## src/rtl/sconv_pkg.sv

```systemverilog
// ----------------------------------------------------------------------------
// sconv_pkg
// Shared types and constants of the symmetric 3x3 RGB convolution block.
// ----------------------------------------------------------------------------
package sconv_pkg;

	localparam int DEF_MAX_WIDTH = 2048;
	localparam int DEF_FRAC_BITS = 10;

	localparam int CFG_AW = 3;
	localparam int CFG_DW = 16;
	localparam int IMG_W_W = 12;
	localparam int IMG_H_W = 16;
	localparam int ROW_W = 17;

	localparam logic [CFG_AW-1:0] REG_IMAGE_WIDTH  = 3'd0;
	localparam logic [CFG_AW-1:0] REG_IMAGE_HEIGHT = 3'd1;
	localparam logic [CFG_AW-1:0] REG_CORNER_WT    = 3'd2;
	localparam logic [CFG_AW-1:0] REG_EDGE_WT      = 3'd3;
	localparam logic [CFG_AW-1:0] REG_CENTRE_WT    = 3'd4;

	localparam logic signed [15:0] CENTRE_RESET = 16'sd1024;

	localparam int SUM_W = 10;
	localparam int PROD_W = 27;
	localparam int ACC_W = 29;
	localparam logic [7:0] PIX_MAX = 8'd255;

	localparam int FIFO_DEPTH = 8;
	localparam int FIFO_AW = 3;
	localparam int FIFO_CW = 4;

	typedef struct packed {
		logic [7:0] blue;
		logic [7:0] green;
		logic [7:0] red;
	} pixel_t;

	typedef pixel_t [2:0] column_t;
	typedef column_t [2:0] window_t;

	typedef struct packed {
		pixel_t upper;
		pixel_t middle;
	} line_t;

	typedef struct packed {
		logic signed [15:0] corner_k;
		logic signed [15:0] edge_k;
		logic signed [15:0] centre_k;
	} kern_t;

	typedef struct packed {
		logic   valid;
		logic   first;
		logic   up_ok;
		logic   mid_ok;
		logic   emit;
		logic   last;
		logic   restart;
		pixel_t px;
	} stage_t;

	typedef struct packed {
		logic   last;
		pixel_t pix;
	} result_t;

	function automatic logic [7:0] chan_of(input pixel_t p, input logic [1:0] k);
		case (k)
			2'd0: return p.red;
			2'd1: return p.green;
			default: return p.blue;
		endcase
	endfunction

endpackage

```

## src/rtl/sconv_filt.sv

```systemverilog
// ----------------------------------------------------------------------------
// sconv_filt
// 3x3 window, neighbour sums, weight products and clamp to 0..255.
// ----------------------------------------------------------------------------
module sconv_filt #(
	parameter int WEIGHT_FRAC_BITS = sconv_pkg::DEF_FRAC_BITS
) (
	input  logic               clk,
	input  logic               arst_n,
	input  sconv_pkg::stage_t  stg,
	input  sconv_pkg::line_t   line_rd,
	input  sconv_pkg::kern_t   kern,
	output logic               push,
	output sconv_pkg::result_t push_data,
	output logic [1:0]         pend
);
	import sconv_pkg::*;

	window_t win_q, base, shifted, win_d;
	column_t new_col;
	pixel_t  up, mid;

	logic                     v_s2, v_s3, last_s2, last_s3;
	logic [SUM_W-1:0]         corners_s2 [3];
	logic [SUM_W-1:0]         edges_s2 [3];
	logic [7:0]               centre_s2 [3];
	logic signed [PROD_W-1:0] pc_s3 [3];
	logic signed [PROD_W-1:0] pe_s3 [3];
	logic signed [PROD_W-1:0] pm_s3 [3];
	logic signed [ACC_W-1:0]  acc [3];
	logic signed [ACC_W-1:0]  scaled [3];
	logic [7:0]               ch_out [3];

	always_comb begin
		up         = stg.up_ok ? line_rd.upper : '0;
		mid        = stg.mid_ok ? line_rd.middle : '0;
		new_col[0] = up;
		new_col[1] = mid;
		new_col[2] = stg.px;
		base       = stg.restart ? '0 : win_q;
		shifted[0] = base[1];
		shifted[1] = base[2];
		shifted[2] = stg.first ? '0 : new_col;
		if (stg.last) begin
			win_d = '0;
		end else if (stg.first) begin
			win_d    = '0;
			win_d[2] = new_col;
		end else begin
			win_d = shifted;
		end
	end

	always_ff @(posedge clk or negedge arst_n) begin
		if (!arst_n) begin
			win_q <= '0;
			v_s2  <= 1'b0;
			v_s3  <= 1'b0;
		end else begin
			if (stg.valid)
				win_q <= win_d;
			v_s2 <= stg.valid && stg.emit;
			v_s3 <= v_s2;
		end
	end

	always_ff @(posedge clk) begin
		last_s2 <= stg.last;
		last_s3 <= last_s2;
	end

	for (genvar ch = 0; ch < 3; ch++) begin : g_ch
		always_ff @(posedge clk) begin
			corners_s2[ch] <= SUM_W'(chan_of(shifted[0][0], 2'(ch)))
				+ SUM_W'(chan_of(shifted[2][0], 2'(ch)))
				+ SUM_W'(chan_of(shifted[0][2], 2'(ch)))
				+ SUM_W'(chan_of(shifted[2][2], 2'(ch)));
			edges_s2[ch] <= SUM_W'(chan_of(shifted[1][0], 2'(ch)))
				+ SUM_W'(chan_of(shifted[0][1], 2'(ch)))
				+ SUM_W'(chan_of(shifted[2][1], 2'(ch)))
				+ SUM_W'(chan_of(shifted[1][2], 2'(ch)));
			centre_s2[ch] <= chan_of(shifted[1][1], 2'(ch));
		end

		always_ff @(posedge clk) begin
			pc_s3[ch] <= kern.corner_k * $signed({1'b0, corners_s2[ch]});
			pe_s3[ch] <= kern.edge_k * $signed({1'b0, edges_s2[ch]});
			pm_s3[ch] <= kern.centre_k * $signed({1'b0, centre_s2[ch]});
		end

		always_comb begin
			acc[ch]    = ACC_W'(pc_s3[ch]) + ACC_W'(pe_s3[ch]) + ACC_W'(pm_s3[ch]);
			scaled[ch] = acc[ch] >>> WEIGHT_FRAC_BITS;
			if (acc[ch] < 0)
				ch_out[ch] = '0;
			else if (scaled[ch] > ACC_W'(PIX_MAX))
				ch_out[ch] = PIX_MAX;
			else
				ch_out[ch] = scaled[ch][7:0];
		end
	end

	assign push                = v_s3;
	assign push_data.last      = last_s3;
	assign push_data.pix.red   = ch_out[0];
	assign push_data.pix.green = ch_out[1];
	assign push_data.pix.blue  = ch_out[2];
	assign pend                = {1'b0, v_s2} + {1'b0, v_s3};

endmodule

```

## config.mk

```make
export PLATFORM = sky130hd
export DESIGN_NAME = sconv_filt
export DESIGN_NICKNAME = d
export VERILOG_FILES = /design/src/rtl/sconv_pkg.sv /design/src/rtl/sconv_filt.sv
export SDC_FILE = /design/constraint.sdc
export NUM_CORES = 2
export LEC_CHECK = 0
export BUFFER_PORTS_ARGS = -buffer_cell sky130_fd_sc_hd__buf_2
export CORE_MARGIN = 5
export CORE_UTILIZATION = 25
export CTS_CLUSTER_SIZE = 20
export DETAILED_ROUTE_END_ITERATION = 16
export PLACE_DENSITY_LB_ADDON = 0.3
export SLEW_MARGIN = 25
export SYNTH_ARGS = -nofsm -noshare
export SYNTH_HDL_FRONTEND = slang
export SYNTH_SLANG_ARGS = --single-unit
```

## constraint.sdc

```tcl
create_clock -name clk -period 7.48 [get_ports clk]
set_input_delay 1.87 -clock clk [delete_from_list [all_inputs] [get_ports clk]]
set_output_delay 1.87 -clock clk [all_outputs]
set_load 0.005 [all_outputs]
```

==> parameters.txt <==
Parameter                              Value

Timing
  Worst clock skew    slightly above 0.07 ns
  Highest clock rate    approximately 0.14 GHz
  Worst path setup slack after routing    approximately 0.28 ns
  Slew Viols, Final    0
  Tightest slew margin relative to the limit    roughly a quarter
  Endpoints failing setup    0
  Final period util    roughly 96%
  RSZ-0062 raised after global routing    false
  Slew at the pin closest to its max-slew limit    1.13 ns
  Final Hold Viols    0
  Clock period minus final worst setup slack    7.20 ns

Final layout
  Relative area change from synthesis to final layout    11.6%
  Proportion of layout cells with a drive suffix above 1    under 10%
  Final net count    between 10,000 and 15,000
  Fill cell total of the finished layout    30,747
  Fin cells    about 12,000

Power
  Worst IR Drop VDD    between 0.3 and 0.4 mV
  Power density over the cells    approximately 390 mW/mm²
  Leakage power    ~42 nW

Clock network
  Resized cells post-CTS    0
  Number of levels in the clock H-tree    2
  Total number of clock tree sinks    ~470
  Clock slew seen by the registers of the worst setup and hold paths    about 0.060 ns
  Clock latency of the later-clocked register in the worst-skew pair    approximately 0.76 ns
  Setup Buffers After CTS    0
  Master cell of the clock root buffer    clkbuf_16
  CTS tree    done
  Clock Tree Buf Depth    3
  Clock buffer count from CTS    61
  # hold bufs at CTS    0

Place
  Port bufs    between 150 and 200
  Count of placed standard cells including taps    about 12,000
  Routability cong.    a little under 0.9
  DP HPWL    183,000 µm
  Post-placement setup slack    -0.0735 ns

Setup path
  Endpoint type of the worst setup path    output port
  Required time of the worst setup path    approximately 5.6 ns
  Largest fanout on the critical path    8
  WP data arrival    ~5.3 ns
  Kind of start point of the critical path    register
  Crit path kind    register to output port

Synth
  Mean cell area of the mapped netlist    9.01 µm²
  Share of cell area taken by muxes after synthesis    less than 1%
  Syn nets    roughly 10,000
  Arithmetic-cell share of the synthesized area counting full adders, half adders and majority gates    48.5%
  Area fraction in and, or, nand and nor cells after synthesis    between 10% and 20%
  Yosys cell types    82
  Main synth FF type    dfxtp_1
  Largest family of logic cells by synthesized area    adder cells
  Number of synthesized flops with an enable pin    0
  Compound-Gate Fraction of Synth Area    roughly 6.7%
  Synthesized cell area    0.0725 mm²
  Share of flip-flops with an asynchronous set or reset after synthesis    31.1%
  Share of the synthesized netlist area taken by xor and xnor gates    under 10%
  Synthesis Warnings    0
  Number of instances in the synthesized netlist    a little over 8,000
  Number of register bits inferred by synthesis    roughly 470
  Sequential-to-total area share from yosys stat    between 10% and 20%

Floorplanning
  Starting density of the core    approximately a quarter
  Chip height    549 µm
  Chip width    549 µm
  Std-Cell Rows    between 150 and 200
  Number of ports placed on the die boundary    157
  Die ar.    0.301 mm²
  Core Area    a little under 0.3 mm²

Routing
  Initial DRC count    between 2,000 and 3,000
  Wire length per cell    ~18 µm
  Vias    ~52,000
  Vias per Instance    between 4 and 5
  TritonRoute pass-1 iters    5
  Count of antenna-violating nets left after detailed routing    0
  Total Wirelength    around 220,000 µm
  Number of DRC violations after detailed routing    0

Global routing
  Largest net degree at the start of global routing    slightly below 100
  Antenna violations before repair    38
  Via count of the first global-routing pass    roughly 57,000
  Overall fraction of global-route tracks in use    ~15%
  Overall overflow remaining after global route    0
  Wire length of the first global-routing pass    342,000 µm

Run status
  Outcome    completed

Hold path
  Path type of the worst min-delay path    register to register

Flow run
  Number of violations of the max-capacitance limit    0
==> per-stage QoR <==
stage | hold slack, ns | TNS (ns) | total power, mW | util [%] | cell area, µm²
after floorplan | 0.310 | 0 | 20.0 | - | 72500
after CTS | 0.335 | 0 | 31.7 | 28.0 | 80900
after global placement | 0.318 | -0.0537 | 27.9 | 27.3 | 78700
final | 0.333 | 0 | 31.2 | 28.1 | 80900
after global routing | 0.345 | 0 | 34.7 | 28.1 | 80900
after detailed placement | 0.315 | -0.132 | 28.2 | 27.3 | 78700
==> where the power goes <==
group	internal, mW	switching (mW)	total, mW
registers	3.33	0.951	4.28
logic	9.89	13.8	23.7
clock network	1.91	1.37	3.28
total	15.1	16.1	31.2
==> cells in the mapped netlist, types with 13 or more instances <==
cell      number  area [µm²]
nor2b_1       55         344
a21oi_1      217        1090
clkbuf_1     274        1030
and3_1        30         188
nor2_1       166         623
nand3_1       44         220
o21bai_1      26         195
xor2_1        66         578
nand2b_1     142         888
o21ai_0      237        1190
or3_1         36         225
ha_1         652        8160
nand3b_1      26         195
inv_1       2006        7530
a21boi_0      14         105
o22ai_1       13        81.3
dfxtp_1      323        6470
nor3_1        51         255
a211oi_1      23         173
dfrtp_1      146        3650
fa_1        1350       27000
and2_1       707        4420
nand2_1      906        3400
o21a_1        35         263
xnor2_1      219        1920
a21o_1       101         758
==> per-layer routing <==
layer / share of wire (%) / track usage [%]
met1: 46 / 20.1
met2: 46 / 24.1
met3: 4.5 / 1.88
met4: 3.4 / 4.22
met5: 0.012 / 0
==> layout by cell type (no fill, tap or decap), drive strengths merged, types with 14 or more instances in the layout <==
master,n
dfrtp,146
xor2,66
a211oi,25
xnor2,219
nor2,166
a21o,103
inv,2010
o21bai,26
o21a,35
clkbuf,79
nand2b,142
fa,1350
a21oi,217
clkinv,19
nand3b,26
nor3,51
buf,364
nor2b,55
o21ai,244
and2,707
dfxtp,323
nand2,906
ha,652
nand3,44
a21boi,14
and3,31
or3,36
==> area by class of cell <==
cell class / instances / area [µm²] / share of cell area, %
clock buffers: 79 / 1640 / 2.03
repair buffers: 364 / 2470 / 3.06
well taps: 3781 / 4730 / 5.85
diodes: 10 / 25.0 / 0.0309
inverters: 2006 / 7530 / 9.31
multi-input cells: 5295 / 53800 / 66.5
flip-flops and latches: 469 / 10100 / 12.5
clock inverters: 37 / 554 / 0.685
==> logic make-up after synthesis <==
family | Yosys count
AND/OR/NAND/NOR | 2216
AO/OA/AOI/OAI | 782
buffers and inverters | 2282
multiplexers | 10
adder cells (fa/ha/maj) | 2002
XOR/XNOR | 285
flip-flops | 469
==> critical path: stages, from the launching register on <==
cell and delay, ns:
dfxtp_1 0.35, inv_1 0.07, fa_1 0.48, inv_1 0.04
ha_1 0.26, nand2_1 0.04, o31ai_1 0.36, a32oi_1 0.22
a2111o_1 0.51, a211oi_1 0.47, o21ai_1 0.19, a21oi_1 0.19
o211ai_1 0.15, nor4_4 0.66, a21oi_1 0.39, buf_2 0.24
==> flip-flops by register name, summed over array words and instances, names as in the netlist <==
| name | cells |
|---|---|
| centre_s2 | 24 |
| corners_s2 | 30 |
| edges_s2 | 30 |
| last_s2 | 1 |
| last_s3 | 1 |
| pc_s3 | 81 |
| pe_s3 | 81 |
| pm_s3 | 75 |
| push | 1 |
| v_s2 | 1 |
| win_q | 144 |
==> final timing paths <==
check	slack, ns	end	cells after the start	startpoint
max reg2reg	1.03	pe_s3[0][53]	20	edges_s2[0][15]
min reg2reg	0.33	last_s3	0	last_s2
max	0.28	push_data[3]	15	pe_s3[0][2]
max in group asynchronous	5.14	win_q[135]	3	arst_n
min	0.33	last_s3	0	last_s2
min in group asynchronous	1.15	win_q[118]	1	arst_n
Power figures use the tool's default switching activity.
