## src/rtl/sconv_pkg.sv

```systemverilog
// ----------------------------------------------------------------------------
// sconv_pkg
// Shared types and constants of the symmetric 3x3 RGB convolution block.
// ----------------------------------------------------------------------------
package sconv_pkg;

	localparam int DEF_MAX_WIDTH = 2048;
	localparam int DEF_FRAC_BITS = 10;

	localparam int CFG_AW = 3;
	localparam int CFG_DW = 16;
	localparam int IMG_W_W = 12;
	localparam int IMG_H_W = 16;
	localparam int ROW_W = 17;

	localparam logic [CFG_AW-1:0] REG_IMAGE_WIDTH  = 3'd0;
	localparam logic [CFG_AW-1:0] REG_IMAGE_HEIGHT = 3'd1;
	localparam logic [CFG_AW-1:0] REG_CORNER_WT    = 3'd2;
	localparam logic [CFG_AW-1:0] REG_EDGE_WT      = 3'd3;
	localparam logic [CFG_AW-1:0] REG_CENTRE_WT    = 3'd4;

	localparam logic signed [15:0] CENTRE_RESET = 16'sd1024;

	localparam int SUM_W = 10;
	localparam int PROD_W = 27;
	localparam int ACC_W = 29;
	localparam logic [7:0] PIX_MAX = 8'd255;

	localparam int FIFO_DEPTH = 8;
	localparam int FIFO_AW = 3;
	localparam int FIFO_CW = 4;

	typedef struct packed {
		logic [7:0] blue;
		logic [7:0] green;
		logic [7:0] red;
	} pixel_t;

	typedef pixel_t [2:0] column_t;
	typedef column_t [2:0] window_t;

	typedef struct packed {
		pixel_t upper;
		pixel_t middle;
	} line_t;

	typedef struct packed {
		logic signed [15:0] corner_k;
		logic signed [15:0] edge_k;
		logic signed [15:0] centre_k;
	} kern_t;

	typedef struct packed {
		logic   valid;
		logic   first;
		logic   up_ok;
		logic   mid_ok;
		logic   emit;
		logic   last;
		logic   restart;
		pixel_t px;
	} stage_t;

	typedef struct packed {
		logic   last;
		pixel_t pix;
	} result_t;

	function automatic logic [7:0] chan_of(input pixel_t p, input logic [1:0] k);
		case (k)
			2'd0: return p.red;
			2'd1: return p.green;
			default: return p.blue;
		endcase
	endfunction

endpackage

```

## src/rtl/sconv_ctrl.sv

```systemverilog
// ----------------------------------------------------------------------------
// sconv_ctrl
// Configuration registers, raster position counters and the first stage.
// ----------------------------------------------------------------------------
module sconv_ctrl #(
	parameter int MAX_WIDTH = sconv_pkg::DEF_MAX_WIDTH
) (
	input  logic                         clk,
	input  logic                         arst_n,
	input  logic                         cfg_we,
	input  logic [sconv_pkg::CFG_AW-1:0] cfg_addr,
	input  logic [sconv_pkg::CFG_DW-1:0] cfg_wdata,
	input  logic                         acc,
	input  logic                         action,
	input  sconv_pkg::pixel_t            pixel,
	output logic [$clog2(MAX_WIDTH)-1:0] rd_addr,
	output sconv_pkg::stage_t            stg_s1,
	output logic [$clog2(MAX_WIDTH)-1:0] addr_s1,
	output sconv_pkg::kern_t             kern
);
	import sconv_pkg::*;

	localparam int CNT_W = $clog2(MAX_WIDTH);
	localparam int WEFF_W = $clog2(MAX_WIDTH + 1);
	localparam int TOT_W = WEFF_W + IMG_H_W;

	logic [WEFF_W-1:0]  weff_q;
	logic [IMG_H_W-1:0] heff_q;
	logic [TOT_W-1:0]   total_q;
	kern_t              kern_q;

	logic [CNT_W-1:0]   col_q;
	logic [ROW_W-1:0]   row_q;
	logic [TOT_W-1:0]   emitted_q;

	logic               restart, wrap, in_img, emit_now, last_now;
	logic [CNT_W-1:0]   col0, c, col_n;
	logic [ROW_W-1:0]   row0, r, row_n;
	logic [TOT_W-1:0]   em0, em_n;
	logic [WEFF_W-1:0]  c_next;
	pixel_t             px;

	function automatic logic [WEFF_W-1:0] eff_width(input logic [IMG_W_W-1:0] v);
		if (v == '0)
			return WEFF_W'(1);
		else if (32'(v) > MAX_WIDTH)
			return WEFF_W'(MAX_WIDTH);
		else
			return WEFF_W'(v);
	endfunction

	function automatic logic [IMG_H_W-1:0] eff_height(input logic [IMG_H_W-1:0] v);
		return (v == '0) ? IMG_H_W'(1) : v;
	endfunction

	function automatic logic [ROW_W-1:0] row_inc(input logic [ROW_W-1:0] v);
		return (v == '1) ? v : v + ROW_W'(1);
	endfunction

	// config registers, sizes kept in effective form
	always_ff @(posedge clk or negedge arst_n) begin
		if (!arst_n) begin
			weff_q  <= WEFF_W'(1);
			heff_q  <= IMG_H_W'(1);
			total_q <= TOT_W'(1);
			kern_q  <= '{corner_k: '0, edge_k: '0, centre_k: CENTRE_RESET};
		end else if (cfg_we) begin
			unique case (cfg_addr)
				REG_IMAGE_WIDTH: begin
					weff_q  <= eff_width(cfg_wdata[IMG_W_W-1:0]);
					total_q <= TOT_W'(eff_width(cfg_wdata[IMG_W_W-1:0])) * TOT_W'(heff_q);
				end
				REG_IMAGE_HEIGHT: begin
					heff_q  <= eff_height(cfg_wdata[IMG_H_W-1:0]);
					total_q <= TOT_W'(weff_q) * TOT_W'(eff_height(cfg_wdata[IMG_H_W-1:0]));
				end
				REG_CORNER_WT: kern_q.corner_k <= signed'(cfg_wdata);
				REG_EDGE_WT:   kern_q.edge_k <= signed'(cfg_wdata);
				REG_CENTRE_WT: kern_q.centre_k <= signed'(cfg_wdata);
				default: ;
			endcase
		end
	end

	assign kern = kern_q;

	// position of the incoming pixel and next counter values
	always_comb begin
		restart  = emitted_q >= total_q;
		col0     = restart ? '0 : col_q;
		row0     = restart ? '0 : row_q;
		em0      = restart ? '0 : emitted_q;
		wrap     = WEFF_W'(col0) >= weff_q;
		c        = wrap ? '0 : col0;
		r        = wrap ? row_inc(row0) : row0;
		in_img   = r < ROW_W'(heff_q);
		px       = (action || !in_img) ? '0 : pixel;
		emit_now = (r >= ROW_W'(2)) || (r == ROW_W'(1) && c != '0);
		last_now = emit_now && (em0 == total_q - TOT_W'(1));
		c_next   = WEFF_W'(c) + WEFF_W'(1);
		if (c_next >= weff_q) begin
			col_n = '0;
			row_n = row_inc(r);
		end else begin
			col_n = CNT_W'(c_next);
			row_n = r;
		end
		em_n = em0 + TOT_W'(emit_now);
		if (last_now) begin
			col_n = '0;
			row_n = '0;
			em_n  = '0;
		end
	end

	assign rd_addr = c;

	always_ff @(posedge clk or negedge arst_n) begin
		if (!arst_n) begin
			col_q     <= '0;
			row_q     <= '0;
			emitted_q <= '0;
			stg_s1    <= '0;
		end else begin
			stg_s1.valid <= acc;
			if (acc) begin
				col_q          <= col_n;
				row_q          <= row_n;
				emitted_q      <= em_n;
				stg_s1.first   <= (c == '0);
				stg_s1.up_ok   <= r >= ROW_W'(2);
				stg_s1.mid_ok  <= r >= ROW_W'(1);
				stg_s1.emit    <= emit_now;
				stg_s1.last    <= last_now;
				stg_s1.restart <= restart;
				stg_s1.px      <= px;
			end
		end
	end

	always_ff @(posedge clk) begin
		if (acc)
			addr_s1 <= c;
	end

`ifndef NO_ASSERTIONS
	a_last_clears: assert property (@(posedge clk) disable iff (!arst_n)
		(acc && last_now) |=> (col_q == '0 && row_q == '0 && emitted_q == '0))
		else $error("counters not cleared after last output");
	a_col_in_row: assert property (@(posedge clk) disable iff (!arst_n)
		(acc && !cfg_we) |=> (WEFF_W'(col_q) < weff_q))
		else $error("column count left at or beyond width");
`endif

endmodule

```

## config.mk

```make
export PLATFORM = sky130hd
export DESIGN_NAME = sconv_ctrl
export DESIGN_NICKNAME = d
export VERILOG_FILES = /design/src/rtl/sconv_pkg.sv /design/src/rtl/sconv_ctrl.sv
export SDC_FILE = /design/constraint.sdc
export NUM_CORES = 1
export LEC_CHECK = 0
export BUFFER_PORTS_ARGS = -buffer_cell sky130_fd_sc_hd__buf_2
export CAP_MARGIN = 5
export CELL_PAD_IN_SITES_DETAIL_PLACEMENT = 0
export CELL_PAD_IN_SITES_GLOBAL_PLACEMENT = 1
export CORE_ASPECT_RATIO = 0.75
export CORE_MARGIN = 4
export CORE_UTILIZATION = 44
export DETAILED_ROUTE_END_ITERATION = 12
export PLACE_DENSITY = 0.91
export SLEW_MARGIN = 10
export SYNTH_ARGS = -nofsm -noshare
export SYNTH_HDL_FRONTEND = slang
export SYNTH_SLANG_ARGS = --single-unit
```

## constraint.sdc

```tcl
create_clock -name clk -period 8.53 [get_ports clk]
set_clock_uncertainty 0.15 [all_clocks]
set_input_delay 1.706 -clock clk [delete_from_list [all_inputs] [get_ports clk]]
set_output_delay 1.706 -clock clk [all_outputs]
set_load 0.05 [all_outputs]
```

==> results.txt <==
- The run finished with clean final reports.
* Antenna diode count: 0
* Buffer levels on the longest clock path: 3
- For flop-to-flop paths, the worst setup slack is 570 ps.
* Number of iterations in the first detailed-routing pass: 6
- Worst-path cell with the longest stage delay: o41ai_4
- Cells fill between 40% and 50% of the core in the end.
- The initial utilization of the core area, before any placement, comes to between 40 and 50%.
- The setup path with the least slack is of type register to register.
* Period utilisation layout: 93.3%
- For this run, the slowest stage of the critical path takes roughly 600 ps.
* Number of global-route vias before repair: around 21000
- Grouping stages by cell kind, the critical path spends the most delay in simple AND/OR/NAND/NOR gates.
- The count of final hold-check violations came to 0.
- The clock drives between 200 and 250 sinks.
- Number of clock buffers inserted by TritonCTS: 23
- Hold-critical path endpoint: stg_s1[29]
- Count of warnings emitted by yosys: 0
- Number of hold buffers added after cts: 0
- Maximum number of pins on one net before global-route repair: 83
* Worst Hold Launch: stg_s1[29]
* Clock network power share: between 10% and 20%
- Of all cell types, the one taking the most synthesized area is fa_1.
- In the global route stage, overall resource usage came out at roughly a quarter.
- The number of antenna violations at the first check in global routing came to 1.
- TritonCTS built the clock tree.
- Data arrival time of the worst path: between 8000 and 9000 ps
* Net switching share of the total power: approximately 53%
- Number of violations reported at the end of detailed-routing iteration 0: around 1900
- Flip-flop cell with the highest count after synthesis: dfrtp_1
* Area growth syn-to-layout: 9.28%
* R2r startpoint: total_q[24]
- The clock period could shrink to 7960 ps.
* Post-CTS setup repair buffer count: 0
- Largest voltage drop on the vdd net: 258 µV
* Full die area: about 61000 µm²
- Number of input and output port buffers inserted: 148
- Worst setup SP type: register
- For this run, design rule violations remaining after detail routing come to 0.
- When the netlist entered floorplanning its net count stood at between 3000 and 4000.
* Number of maximum-capacitance violations: 0
* Slew at the pin closest to its max-slew limit: ~1200 ps
- Of all nets on the critical path, the largest fanout is 14.
* Floorplan die width: ~280 µm
- Endpoint class of the critical path: register
- For this design the static power due to leakage is 13.1 nW.
- By instance count, the cell type seen most on the critical path is ha_1.
* Fraction of synthesized cell area taken by the top area cell type: 22.4%
* Reg2reg end: emitted_q[23]
- Power density over cell area: ~360 nW/µm²
* CP required: between 8000 and 9000 ps
- Yosys mapped a number of flops with a built-in enable equal to 11.
- Count of cells along the worst hold path: 1
- Counting both buffers and inverters, the worst setup path holds a total of 1.
- Library cells used by synthesis: approximately 100
* Clock latency on the worst-skew pair: 570 ps
- Number of instances in the synthesized netlist: 2830
- For this run, the post-layout net count is 3434.
- After routing, the total negative slack on setup checks comes to 0 ps.
- Average vias per placed instance: 5.72
* Register share of total power: about 17%
- At the end of routability-driven placement, the weighted congestion stood at between 0.9 and 1.
- After detailed routing, the average wire length per cell comes to 19.9 µm.
- Sorting the synthesized cells by how often they occur yields 414 x nand2_1, 386 x inv_1, 280 x fa_1.
- Share of final-layout standard cells stronger than drive strength 1: roughly an eighth
- Type of the worst min-delay path: register to register
* Mean post-synth cell area: 8.82 µm²
- Cells on worst reg2reg path: 27
* Number of slew-limit violations in the final report: 0
- Cell Int Power: 0.00462 W
- Dominant cells by area after synthesis: fa_1 22%, dfrtp_1 19%, ha_1 10%
* Core area: between 50000 and 60000 µm²
* H-tree lvl count: 1
* Slew HR: 21.0%
- After clock tree synthesis, the clock-pin slew on the worst setup and hold paths is 70 ps.
- Wire length after detailed routing: 72700 µm
- Sequential cells were found to cover just over 20% of the synthesized design area.
- Number of antenna-violating nets in the routed design: 0
- IO Pins: roughly 150
- For this block, the via count after detailed routing is ~21000.
* Vertical die dimension: roughly 210 µm
- Of all flip-flops after synthesis, the portion carrying an async set or reset was 94.6%.
- Unrepaired setup endpoints after global routing: false
- Combinational logic burns between 70% and 80% of the power.
- Overall overflow remaining after global route: 0
- Timing would allow up to between 100 and 150 MHz.
* Root Buffer: clkbuf_16
- The synthesized design contains slightly above 200 register bits.
* Switching power: between 0.005 and 0.006 W
* Global-route wire length before repair: 117000 µm
- Site Rows: 75
- The HPWL after detailed placement is around 56000 µm.
* Cell area after technology mapping: roughly 25000 µm²
* Count of final setup violators: 0
* Cell with the most instances after synthesis: nand2_1
- PostCTS Resize Cnt: 0
-- state kept, by name, indices dropped and copies added, names as in the netlist --
register	cells
stg_s1	31
heff_q	16
addr_s1	11
row_q	17
kern	48
total_q	28
col_q	11
weff_q	12
emitted_q	28
-- how the worst max path moves through the flow --
| stage | start | to | slack, ps | depth (start not counted) |
|---|---|---|---|---|
| 4_1_cts | total_q[27] | row_q[13] | 680 | 33 |
| 6_report | total_q[24] | emitted_q[23] | 570 | 27 |
| 3_3_place_gp | cfg_wdata[11] | total_q[19] | 480 | 22 |
| 2_1_floorplan | total_q[13] | row_q[8] | 130 | 38 |
| 3_5_place_dp | cfg_wdata[11] | total_q[19] | 450 | 22 |
| 5_1_grt | total_q[27] | emitted_q[23] | 30 | 29 |
-- stage by stage --
step	instance area, µm²	power [W]	setup WS (ps)	hold WS, ps	std cells
after floorplan	25000	0.00670	131	338	2830
after global placement	26500	0.00856	476	313	3605
after detailed placement	26500	0.00864	452	317	3605
after CTS	27300	0.00975	683	331	3647
after global routing	27300	0.0108	31.9	366	3647
final	27300	0.00986	568	326	3647
-- power by group through the flow --
stage / Sequential, W / Clock (W) / Combinational, W
floorplan: 0.00175 / 0 / 0.00495
global placement: 0.00163 / 0 / 0.00694
detailed placement: 0.00163 / 0 / 0.00700
CTS: 0.00162 / 0.00107 / 0.00705
global route: 0.00167 / 0.00111 / 0.00802
finish: 0.00164 / 0.00105 / 0.00716
-- per-layer routing --
metal  GRT usage [%]  vias to the layer above  part of all wire (%)
met5               0                        -                     0
met4            3.95                        0                   1.9
met3            6.97                      108                    11
li1                -                     9489                     -
met1            35.2                    10300                    46
met2            35.3                      920                    42
-- layout make-up --
cell class	instances	area, µm²
Inverter	388	1460
Tap cell	731	915
Clock buffer	33	684
Clock inverter	9	100
Multi-Input combinational cell	2074	17800
Fill cell	5271	28700
Timing Repair Buffer	210	1210
Sequential cell	202	5110
-- kinds of logic after synthesis --
kind of cell	Yosys count	synth area share [%]
simple gates	993	19.5
buf+inv	554	8.54
fa+ha+maj	487	32.8
compound gates	415	11.6
flops	202	20.5
xor+xnor	110	4.00
mux	69	3.08
-- cells in the final DEF (no fill, tap or decap), drive strengths merged, types with 26 or more instances in the layout --
cell type,synthesis,routed
mux2,62,62
ha,207,207
a22o,31,31
fa,280,280
inv,387,389
o21ai,90,90
a21oi,86,86
xor2,30,30
nor4,26,26
nor3,70,70
nand2,414,414
buf,14,209
nand3,54,54
dfrtp,187,187
clkbuf,152,34
xnor2,78,78
nand4,36,36
nor2,140,140
and2,122,122
a21o,32,32
Note: power is estimated with default switching activity, not from simulation.
