`config.mk`:
```
export PLATFORM = sky130hd
export DESIGN_NAME = sconv_fifo
export DESIGN_NICKNAME = d
export VERILOG_FILES = /design/src/rtl/sconv_pkg.sv /design/src/rtl/sconv_fifo.sv
export SDC_FILE = /design/constraint.sdc
export NUM_CORES = 1
export LEC_CHECK = 0
export ABC_AREA = 1
export ABC_CLOCK_PERIOD_IN_PS = 4390
export BUFFER_PORTS_ARGS = -buffer_cell sky130_fd_sc_hd__buf_4
export CAP_MARGIN = 0
export CORE_UTILIZATION = 45
export DETAILED_ROUTE_END_ITERATION = 16
export SYNTH_ARGS = -nofsm -noshare
export SYNTH_HDL_FRONTEND = slang
export SYNTH_SLANG_ARGS = --single-unit
```
`constraint.sdc`:
```
create_clock -name clk -period 4.39 [get_ports clk]
set_input_delay 0.439 -clock clk [delete_from_list [all_inputs] [get_ports clk]]
set_output_delay 0.439 -clock clk [all_outputs]
set_load 0.005 [all_outputs]
```
`src/rtl/sconv_pkg.sv`:
```
// ----------------------------------------------------------------------------
// sconv_pkg
// Shared types and constants of the symmetric 3x3 RGB convolution block.
// ----------------------------------------------------------------------------
package sconv_pkg;

	localparam int DEF_MAX_WIDTH = 2048;
	localparam int DEF_FRAC_BITS = 10;

	localparam int CFG_AW = 3;
	localparam int CFG_DW = 16;
	localparam int IMG_W_W = 12;
	localparam int IMG_H_W = 16;
	localparam int ROW_W = 17;

	localparam logic [CFG_AW-1:0] REG_IMAGE_WIDTH  = 3'd0;
	localparam logic [CFG_AW-1:0] REG_IMAGE_HEIGHT = 3'd1;
	localparam logic [CFG_AW-1:0] REG_CORNER_WT    = 3'd2;
	localparam logic [CFG_AW-1:0] REG_EDGE_WT      = 3'd3;
	localparam logic [CFG_AW-1:0] REG_CENTRE_WT    = 3'd4;

	localparam logic signed [15:0] CENTRE_RESET = 16'sd1024;

	localparam int SUM_W = 10;
	localparam int PROD_W = 27;
	localparam int ACC_W = 29;
	localparam logic [7:0] PIX_MAX = 8'd255;

	localparam int FIFO_DEPTH = 8;
	localparam int FIFO_AW = 3;
	localparam int FIFO_CW = 4;

	typedef struct packed {
		logic [7:0] blue;
		logic [7:0] green;
		logic [7:0] red;
	} pixel_t;

	typedef pixel_t [2:0] column_t;
	typedef column_t [2:0] window_t;

	typedef struct packed {
		pixel_t upper;
		pixel_t middle;
	} line_t;

	typedef struct packed {
		logic signed [15:0] corner_k;
		logic signed [15:0] edge_k;
		logic signed [15:0] centre_k;
	} kern_t;

	typedef struct packed {
		logic   valid;
		logic   first;
		logic   up_ok;
		logic   mid_ok;
		logic   emit;
		logic   last;
		logic   restart;
		pixel_t px;
	} stage_t;

	typedef struct packed {
		logic   last;
		pixel_t pix;
	} result_t;

	function automatic logic [7:0] chan_of(input pixel_t p, input logic [1:0] k);
		case (k)
			2'd0: return p.red;
			2'd1: return p.green;
			default: return p.blue;
		endcase
	endfunction

endpackage

```
`src/rtl/sconv_fifo.sv`:
```
// ----------------------------------------------------------------------------
// sconv_fifo
// Small result queue in front of the output channel.
// ----------------------------------------------------------------------------
module sconv_fifo (
	input  logic                          clk,
	input  logic                          arst_n,
	input  logic                          push,
	input  sconv_pkg::result_t            push_data,
	output logic                          out_valid,
	input  logic                          out_ready,
	output sconv_pkg::result_t            out_data,
	output logic [sconv_pkg::FIFO_CW-1:0] count
);
	import sconv_pkg::*;

	result_t              mem_q [FIFO_DEPTH];
	logic [FIFO_AW-1:0]   wr_ptr_q, rd_ptr_q;
	logic [FIFO_CW-1:0]   count_q;
	logic                 pop;

	assign out_valid = count_q != '0;
	assign out_data  = mem_q[rd_ptr_q];
	assign pop       = out_valid && out_ready;
	assign count     = count_q;

	always_ff @(posedge clk) begin
		if (push)
			mem_q[wr_ptr_q] <= push_data;
	end

	always_ff @(posedge clk or negedge arst_n) begin
		if (!arst_n) begin
			wr_ptr_q <= '0;
			rd_ptr_q <= '0;
			count_q  <= '0;
		end else begin
			if (push)
				wr_ptr_q <= wr_ptr_q + FIFO_AW'(1);
			if (pop)
				rd_ptr_q <= rd_ptr_q + FIFO_AW'(1);
			count_q <= count_q + FIFO_CW'(push) - FIFO_CW'(pop);
		end
	end

`ifndef NO_ASSERTIONS
	a_no_overflow: assert property (@(posedge clk) disable iff (!arst_n)
		push |-> (count_q != FIFO_CW'(FIFO_DEPTH)))
		else $error("result queue overflow");
`endif

endmodule

```
==> impl_metrics.toml, run 1 <==
[yosys]
synth_area_um2 = 9290
ys_seq_area_frac = 0.673
ys_warn_count = 0
ys_ff_latch = 210
postSynthAreaPerCell_um2 = 9.98
synth-async-reset-ratio = 0.0476
synth_top_cells_by_area = "edfxtp_1 (65%), nand2_1 (14%), inv_1 (8.7%)"
syn_inst = 931
synth_most_common_cell = "nand2_1"
synth_edf_count = 200
synth_cell_type_count = 20
synth_fp_nets = 968
yosysTopAreaCell = "edfxtp_1"
synth_top_area_frac = 0.646
ys.flop_type = "edfxtp_1"
synth_common_cells = "nand2_1 (338), inv_1 (215), edfxtp_1 (200)"

[power_and_ir_drop]
p_leak_nw = 4.94
p_per_area_nw_per_um2 = 624
total_power_mw = 6.66
ir_drop_uv = 457

[placement]
dpl.cell_count = 1226
hpwl_mm = 9.24
dp_slack_ns = 1.88
place.gp.congestion = 0.703
place_area_um2 = 9950
io_buffer_count = 58

[sta]
fin_worst_skew_ns = 0.0157
timing.hold.ws_ns = 0.165
fin_crit_ns = 3.05
setup_slack_ns = 1.34
drv_slew = 0
tightest_slew_ns = 1.11
fin_crit_sh = 0.695
finalSetupViolCount = 0
worst_slew_margin_rel = 0.259
finalHoldViolCount = 0
fin_tns_setup_ns = 0
fmaxAchievable_ghz = 0.328
rsz0062_at_grt = "false"

[clock_tree]
cts_buffer_depth = 3
cts_tree = "done"
worstSkewPairLatency_ns = 0.50
cts_buffers = 23
cts.sinks = 210
cts_htree_levels = 1
root_buffer = "clkbuf_16"
clkTransAtPathRegs_ns = 0.06
cts.repair.resized = 0

[worst_setup_path]
path_cells = "inv_2 -> buf_12 -> nand2_1 -> nand3_1 -> nand2_1 -> nand2_1 -> nand2_1 -> buf_4"
rr_worst_depth = 11
slowest_delay_ns = 0.76
cp-end-kind = "primary output"
rrSetupSlack_ns = 2.22
worst_path_max_delay_cell = "inv_2"
r2r_start = "count[2]"
worstPathRequired_ns = 3.95
cp-start-kind = "register"
cp_max_fo = 54
worstPathArrival_ns = 2.61
critPathMostFrequentCell = "nand2_1"
criticalPathCategory = "register to primary output"
worst_r2r_endpoint = "count[1]"

[global_route]
grt_pass1_vias = 5671
grt_max_degree = 102
antenna_found_initial = 0
grt_overflow = 0
grtUsageTotal = 0.181
grt_first_pass_wirelength_mm = 29.8

[floorplan]
rows = 52
die_area_um2 = 21200
fp.dieH_um = 146
die_x_um = 146
start_util = 0.459
core_area_um2 = 20200
ioPinCount = 59

[hold_path]
whs_endpoint = "mem_q[5][17]"
min_from = "push_data[17]"
whs_path_depth = 1
min_path_type = "primary input to register"

[finish]
fill_cells = 1843
layout-drive-gt1-share = 0.110
nets = 1019
final_cell_area_um2 = 10700
final_cells = 1267
areaGrowthSynthToFinish_pct = 14.9
final_util = 0.528
antenna_cells = 0

[routing]
drt-total-wl_mm = 18.3
maxUsedRoutingLayer = "met4"
drt-initial-drc-count = 331
drtPass1Iterations = 4
wl_per_cell_um = 14.4
wl_met1_mm = 8.14
wl_met3_um = 867
route.detailed.drc = 0
vias = 5774
dr_wl_met2_mm = 8.94
antenna_left = 0
vias_per_cell = 4.56

[flow_run]
drv_cap = 0

[run_status]
outcome = "complete, no violations"
-- sequential cells by signal, summed over array words and instances, names as in the netlist --
signal,flops
count,4
wr_ptr_q,3
mem_q,200
rd_ptr_q,3
-- repair_timing --
action,in CTS,in global routing
buffers inserted,0,0
hold endpoints to repair,10,0
hold buffers,1,0
-- critical path, delay by kind of cell, from the launching register on --
| kind | cells | cell delay, ns |
|---|---|---|
| buffers and inverters | 3 | 1.23 |
| and+or+nand+nor | 5 | 0.38 |
| DFF | 1 | 0.47 |
-- worst max-delay path by stage --
stage / cells after the start / slack [ns] / end / startpoint
floorplan: 3 / 2.13 / mem_q[0][0] / push
global placement: 8 / 1.88 / out_data[24] / rd_ptr_q[0]
detailed placement: 8 / 1.88 / out_data[24] / rd_ptr_q[0]
CTS: 8 / 1.32 / out_data[24] / rd_ptr_q[0]
global route: 8 / 1.18 / out_data[1] / rd_ptr_q[0]
finish: 8 / 1.34 / out_data[7] / rd_ptr_q[0]
-- layer usage --
metal / global-route usage / vias to the layer above
li1: - / 2979
met1: 0.235 / 2668
met2: 0.314 / 100
met3: 0.0323 / 27
met4: 0.0463 / 0
met5: 0 / -
-- cells in the final DEF (no fill, tap or decap), types with 3 or more instances in the layout --
cell type,instances
nand2_1,338
inv_1,214
edfxtp_1,200
nand3_1,102
buf_4,62
clkbuf_16,23
nor2_4,8
dfrtp_1,8
ha_1,7
clkinv_2,5
clkinv_1,4
xor2_1,3
o21ai_0,3
clkbuf_1,3
-- power breakdown --
part / switching (mW) / total, mW / internal [mW]
logic: 1.48 / 2.31 / 0.835
clock network: 0.748 / 1.83 / 1.08
registers: 0.0663 / 2.52 / 2.45
-- cell type report --
class / instances / area, µm² / area share
Sequential cell: 210 / 6260 / 0.586
Multi-Input combinational cell: 466 / 2050 / 0.192
Inverter: 217 / 816 / 0.0764
Clock buffer: 26 / 587 / 0.0550
Timing Repair Buffer: 64 / 495 / 0.0464
Tap cell: 270 / 338 / 0.0316
Clock inverter: 14 / 135 / 0.0127
-- logic make-up after synthesis --
kind of cell,share of synthesized area
compound gates,0.00215
xor+xnor,0.00471
fa+ha+maj,0.0116
buf+inv,0.113
flops,0.673
simple gates,0.195
(Power assumes the default switching activity.)
==> run 2: changes to the inputs <==
- ABC_AREA: 1 -> 0
- ABC_CLOCK_PERIOD_IN_PS: 4390 -> 2810
- clock period: 4.39 -> 2.81 ns (I/O delays scaled with it)
==> run 2 against run 1 <==
Die area fell by 11%. Critical path depth fell by 4. Worst setup slack got worse by 1.1 ns. Final cell count fell by 47%. Global-route usage fell by 1.9 points. Hold slack got worse by 0.14 ns.
==> impl_metrics.toml, run 2 <==
[sta]
fin_tns_setup_ns = 0
finalSetupViolCount = 0
fin_crit_ns = 2.52
fin_worst_skew_ns = 0.0140
fin_crit_sh = 0.898
finalHoldViolCount = 0
tightest_slew_ns = 0.684
fmaxAchievable_ghz = 0.396
drv_slew = 0
worst_slew_margin_rel = 0.543
rsz0062_at_grt = "false"

[routing]
vias = 3640
drtPass1Iterations = 4
vias_per_cell = 5.38
drt-initial-drc-count = 207
antenna_left = 0
route.detailed.drc = 0
drt-total-wl_mm = 14.4
wl_per_cell_um = 21.3

[flow_run]
drv_cap = 0

[clock_tree]
cts_buffers = 22
post-cts-setup-buffers = 0
cts_buffer_depth = 3
cts_htree_levels = 1
cts.repair.resized = 0
cts_tree = "done"
clkTransAtPathRegs_ns = 0.06
cts.sinks = 210
worstSkewPairLatency_ns = 0.49
root_buffer = "clkbuf_16"

[worst_setup_path]
rr_worst_depth = 11
cp-start-kind = "register"
cp-end-kind = "primary output"
r2r_start = "count[2]"
worstPathArrival_ns = 2.24
rrSetupSlack_ns = 0.35
criticalPathCategory = "register to primary output"
worst_r2r_endpoint = "count[2]"
worstPathRequired_ns = 2.53
cp_max_fo = 52

[run_status]
outcome = "complete, no violations"

[placement]
hpwl_mm = 8.23
place.gp.congestion = 0.696
io_buffer_count = 58

[power_and_ir_drop]
p_int_mw = 7.34
p_comb_frac = 0.298
p_switching_mw = 2.60
swShare = 0.262
ir_drop_uv = 690
p_per_area_nw_per_um2 = 1010
p_leak_nw = 3.47
seq_power_share = 0.412
power_frac_clock = 0.290

[global_route]
grt_pass1_vias = 3842
grt_first_pass_wirelength_mm = 22.0
antenna_found_initial = 0
grt_max_degree = 53
grt_overflow = 0
grtUsageTotal = 0.162

[hold_path]
min_path_type = "primary input to register"
whs_path_depth = 1
whs_endpoint = "mem_q[0][6]"
min_from = "push_data[6]"

[finish]
layout-drive-gt1-share = 0.335
final_util = 0.547
antenna_cells = 0
areaGrowthSynthToFinish_pct = 19.0
top_register = "mem_q"
largest_reg_flops = 200
final_common_cell = "edfxtp_1"
nets = 469
layout_common_cells = "edfxtp_1 (200), buf_4 (76), mux4_1 (49)"

[yosys]
synth_common_cells = "edfxtp_1 (200), mux4_1 (49), mux2_2 (27)"
yosysTopAreaCell = "edfxtp_1"
postSynthAreaPerCell_um2 = 24.0
ys_ff_latch = 210
synth_area_um2 = 8260
synth_most_common_cell = "edfxtp_1"
ys_seq_area_frac = 0.758
synth_fp_nets = 381
ys.flop_type = "edfxtp_1"
syn_inst = 344
ys_warn_count = 0
synth_top_area_frac = 0.727
synth_top_cells_by_area = "edfxtp_1 (73%), mux4_1 (16%), mux2_2 (3.7%)"
synth-async-reset-ratio = 0.0476
synth_cell_type_count = 21
synth_edf_count = 200

[floorplan]
rows = 49
fp.dieH_um = 137
core_area_um2 = 18000
die_x_um = 137
ioPinCount = 59
die_area_um2 = 18900
start_util = 0.460
-- run 2: per-stage QoR --
step	setup WS, ns	std cells	hold slack [ns]	power [mW]	area, µm²
after global routing	0.181	677	0.00507	10.5	9830
after global placement	0.420	636	0.116	7.15	9090
after floorplan	0.0615	344	-0.0146	6.01	8260
after CTS	0.245	677	0.00263	10.1	9830
after detailed placement	0.356	636	0.118	7.21	9090
final	0.286	677	0.0208	9.95	9830
-- run 2: worst max-delay path by stage --
| stage | start | end |
|---|---|---|
| final | rd_ptr_q[0] | out_data[10] |
| after global placement | count[2] | count[2] |
| after detailed placement | count[2] | count[2] |
| after global routing | rd_ptr_q[0] | out_data[12] |
| after CTS | rd_ptr_q[0] | out_data[4] |
| after floorplan | wr_ptr_q[1] | mem_q[0][0] |
-- run 2: critical path: stages (launching register included) --
cell and delay (ns):
dfrtp_2 0.37, buf_12 0.34, mux4_1 0.60, mux2_2 0.30, buf_4 0.14
-- run 2: power by group through the flow --
| stage | Clock, mW | Sequential (mW) | Combinational [mW] |
|---|---|---|---|
| 3_5_place_dp | 0 | 4.17 | 3.04 |
| 2_1_floorplan | 0 | 4.13 | 1.88 |
| 3_3_place_gp | 0 | 4.14 | 3.02 |
| 4_1_cts | 2.95 | 4.10 | 3.05 |
| 6_report | 2.89 | 4.10 | 2.97 |
| 5_1_grt | 3.08 | 4.14 | 3.25 |
-- run 2: logic make-up (layout without fill, tap and decap cells) --
group	count (synthesis)	in the layout	synth area share
fa+ha+maj	8	8	0.0130
simple gates	17	17	0.00970
mux	77	77	0.195
xor+xnor	6	6	0.00636
flops	210	210	0.758
compound gates	2	2	0.00151
buf+inv	24	128	0.0164
-- run 2: layout make-up --
cell class	instances	area, µm²
fill	1396	8140
sequential	210	6260
multi-input combinational	110	1900
timing repair buffer	79	621
clock buffer	27	591
tap	229	287
clock inverter	13	141
inverter	9	33.8
-- run 2: layer usage --
metal | vias to the layer above | wire length, µm | global-route usage
li1 | 1656 | - | -
met1 | 1884 | 5980 | 0.203
met2 | 77 | 7550 | 0.286
met3 | 23 | 583 | 0.0320
met4 | 0 | 281 | 0.0440
met5 | - | 0 | 0
-- run 2: timing repair --
action                                 in CTS  in global routing
setup endpoints to repair                   0                  0
hold buffers                                1                  0
endpoints found under the hold margin      10                  0
==> run 3: changes to the inputs <==
- ABC_CLOCK_PERIOD_IN_PS: 2810 -> 2600
- clock period: 2.81 -> 2.6 ns (I/O delays scaled with it)
==> run 3 against run 2 <==
Cell area increased by 2.1%. Highest routed layer unchanged. Worst setup slack got worse by 0.19 ns. Largest power group unchanged. Wire length increased by 5.5%. Sequential power increased by 10%. Clock skew increased by 0.0032 ns. Power increased by 6.3%. Die area unchanged. Non-clock buffer count increased by 25.
==> impl_metrics.toml, run 3 (synthesized netlist as in run 2, its figures left out) <==
[floorplan]
ioPinCount = 59
core_area_um2 = 18000
start_util = 0.460
fp.dieH_um = 137
die_area_um2 = 18900
rows = 49
die_x_um = 137

[power_and_ir_drop]
ir_drop_uv = 679
swShare = 0.273
p_leak_nw = 3.54
p_per_area_nw_per_um2 = 1050
p_switching_mw = 2.89
p_int_mw = 7.69
p_comb_frac = 0.310
power_frac_clock = 0.263
seq_power_share = 0.427

[sta]
tightest_slew_ns = 0.542
drv_slew = 0
fin_worst_skew_ns = 0.0172
fin_tns_setup_ns = 0
worst_slew_margin_rel = 0.638
finalHoldViolCount = 0
setup_slack_ns = 0.0977
finalSetupViolCount = 0
rsz0062_at_grt = "false"
fmaxAchievable_ghz = 0.400
fin_crit_ns = 2.50
fin_crit_sh = 0.962

[clock_tree]
root_buffer = "clkbuf_16"
cts.sinks = 210
clkTransAtPathRegs_ns = 0.06
worstSkewPairLatency_ns = 0.50
cts_htree_levels = 1
cts_tree = "done"
cts_buffer_depth = 3
cts_buffers = 22
post-cts-setup-buffers = 0

[worst_setup_path]
cp-end-kind = "primary output"
rr_worst_depth = 11
rrSetupSlack_ns = 0.17
slowest_delay_ns = 0.62
path_delay_family = "multiplexers"
worstPathRequired_ns = 2.34
criticalPathCategory = "register to primary output"
cp_max_fo = 24
crit_end = "out_data[23]"
worstPathArrival_ns = 2.24
worst_path_max_delay_cell = "mux4_1"
cp-startpoint = "rd_ptr_q[0]"
path_cells = "buf_6 -> mux4_1 -> mux2_2 -> buf_4"
worst_r2r_endpoint = "count[1]"
cp_num_buf_inv = 2
worstSetupPathDepth = 4
r2r_start = "count[2]"
cp-start-kind = "register"

[finish]
areaGrowthSynthToFinish_pct = 21.5
layout_common_cells = "edfxtp_1 (200), buf_4 (74), mux4_1 (49)"
antenna_cells = 0
largest_reg_flops = 200
nets = 494
layout-drive-gt1-share = 0.307
top_register = "mem_q"
final_common_cell = "edfxtp_1"

[flow_run]
drv_cap = 0

[routing]
drt-initial-drc-count = 233
antenna_left = 0
vias_per_cell = 5.38
route.detailed.drc = 0
drtPass1Iterations = 4
wl_per_cell_um = 21.8
vias = 3758
drt-total-wl_mm = 15.2

[global_route]
grt_max_degree = 43
grt_pass1_vias = 3953
grtUsageTotal = 0.171
grt_first_pass_wirelength_mm = 23.1
grt_overflow = 0
antenna_found_initial = 0

[hold_path]
min_path_type = "primary input to register"
whs_path_depth = 1

[placement]
place.gp.congestion = 0.677
hpwl_mm = 8.85
io_buffer_count = 58
dp_slack_ns = 0.148

[run_status]
outcome = "complete, no violations"
-- run 3: repair_timing --
item	in CTS	in global routing
endpoints found under the hold margin	192	0
gates resized for setup	1	1
setup endpoints to repair	6	2
pin swaps	0	0
hold buffers	26	0
-- run 3: through the flow --
step                       util  power [mW]  hold WS (ns)  std cells  area, µm²
after floorplan               -        6.50       -0.0356        344       8270
after global placement    0.509        7.84        0.0963        636       9140
after global routing      0.559        11.1        0.0146        698      10000
after CTS                 0.558        10.7       0.00396        698      10000
final                     0.559        10.6        0.0181        698      10000
after detailed placement  0.509        7.92        0.0962        636       9140
-- run 3: cell type report --
cell class | count | area (µm²)
flip-flops and latches | 210 | 6260
fillers | 1361 | 7930
clock buffers | 27 | 591
clock inverters | 9 | 41.3
multi-input cells | 110 | 1940
well taps | 229 | 287
repair buffers | 104 | 887
inverters | 9 | 33.8
-- run 3: power by group through the flow --
stage / Sequential [mW] / Combinational [mW] / Clock [mW]
6_report: 4.52 / 3.28 / 2.78
3_3_place_gp: 4.55 / 3.29 / 0
2_1_floorplan: 4.47 / 2.04 / 0
5_1_grt: 4.57 / 3.58 / 2.96
4_1_cts: 4.53 / 3.38 / 2.84
3_5_place_dp: 4.59 / 3.33 / 0
-- run 3: worst min-delay path by stage --
| stage | from | slack, ns | end |
|---|---|---|---|
| finish | push_data[18] | 0.02 | mem_q[6][18] |
| global route | push_data[18] | 0.01 | mem_q[7][18] |
| CTS | push_data[18] | 0.004 | mem_q[6][18] |
| detailed placement | arst_n | 0.1 | count[2] |
| global placement | arst_n | 0.1 | count[3] |
| floorplan | arst_n | -0.04 | count[0] |
-- run 3: per-layer routing --
metal,vias to the layer above,track usage,share of wire
met5,-,0,0
li1,1704,-,-
met4,0,0.0513,0.018
met3,28,0.0313,0.040
met2,75,0.295,0.51
met1,1951,0.219,0.43
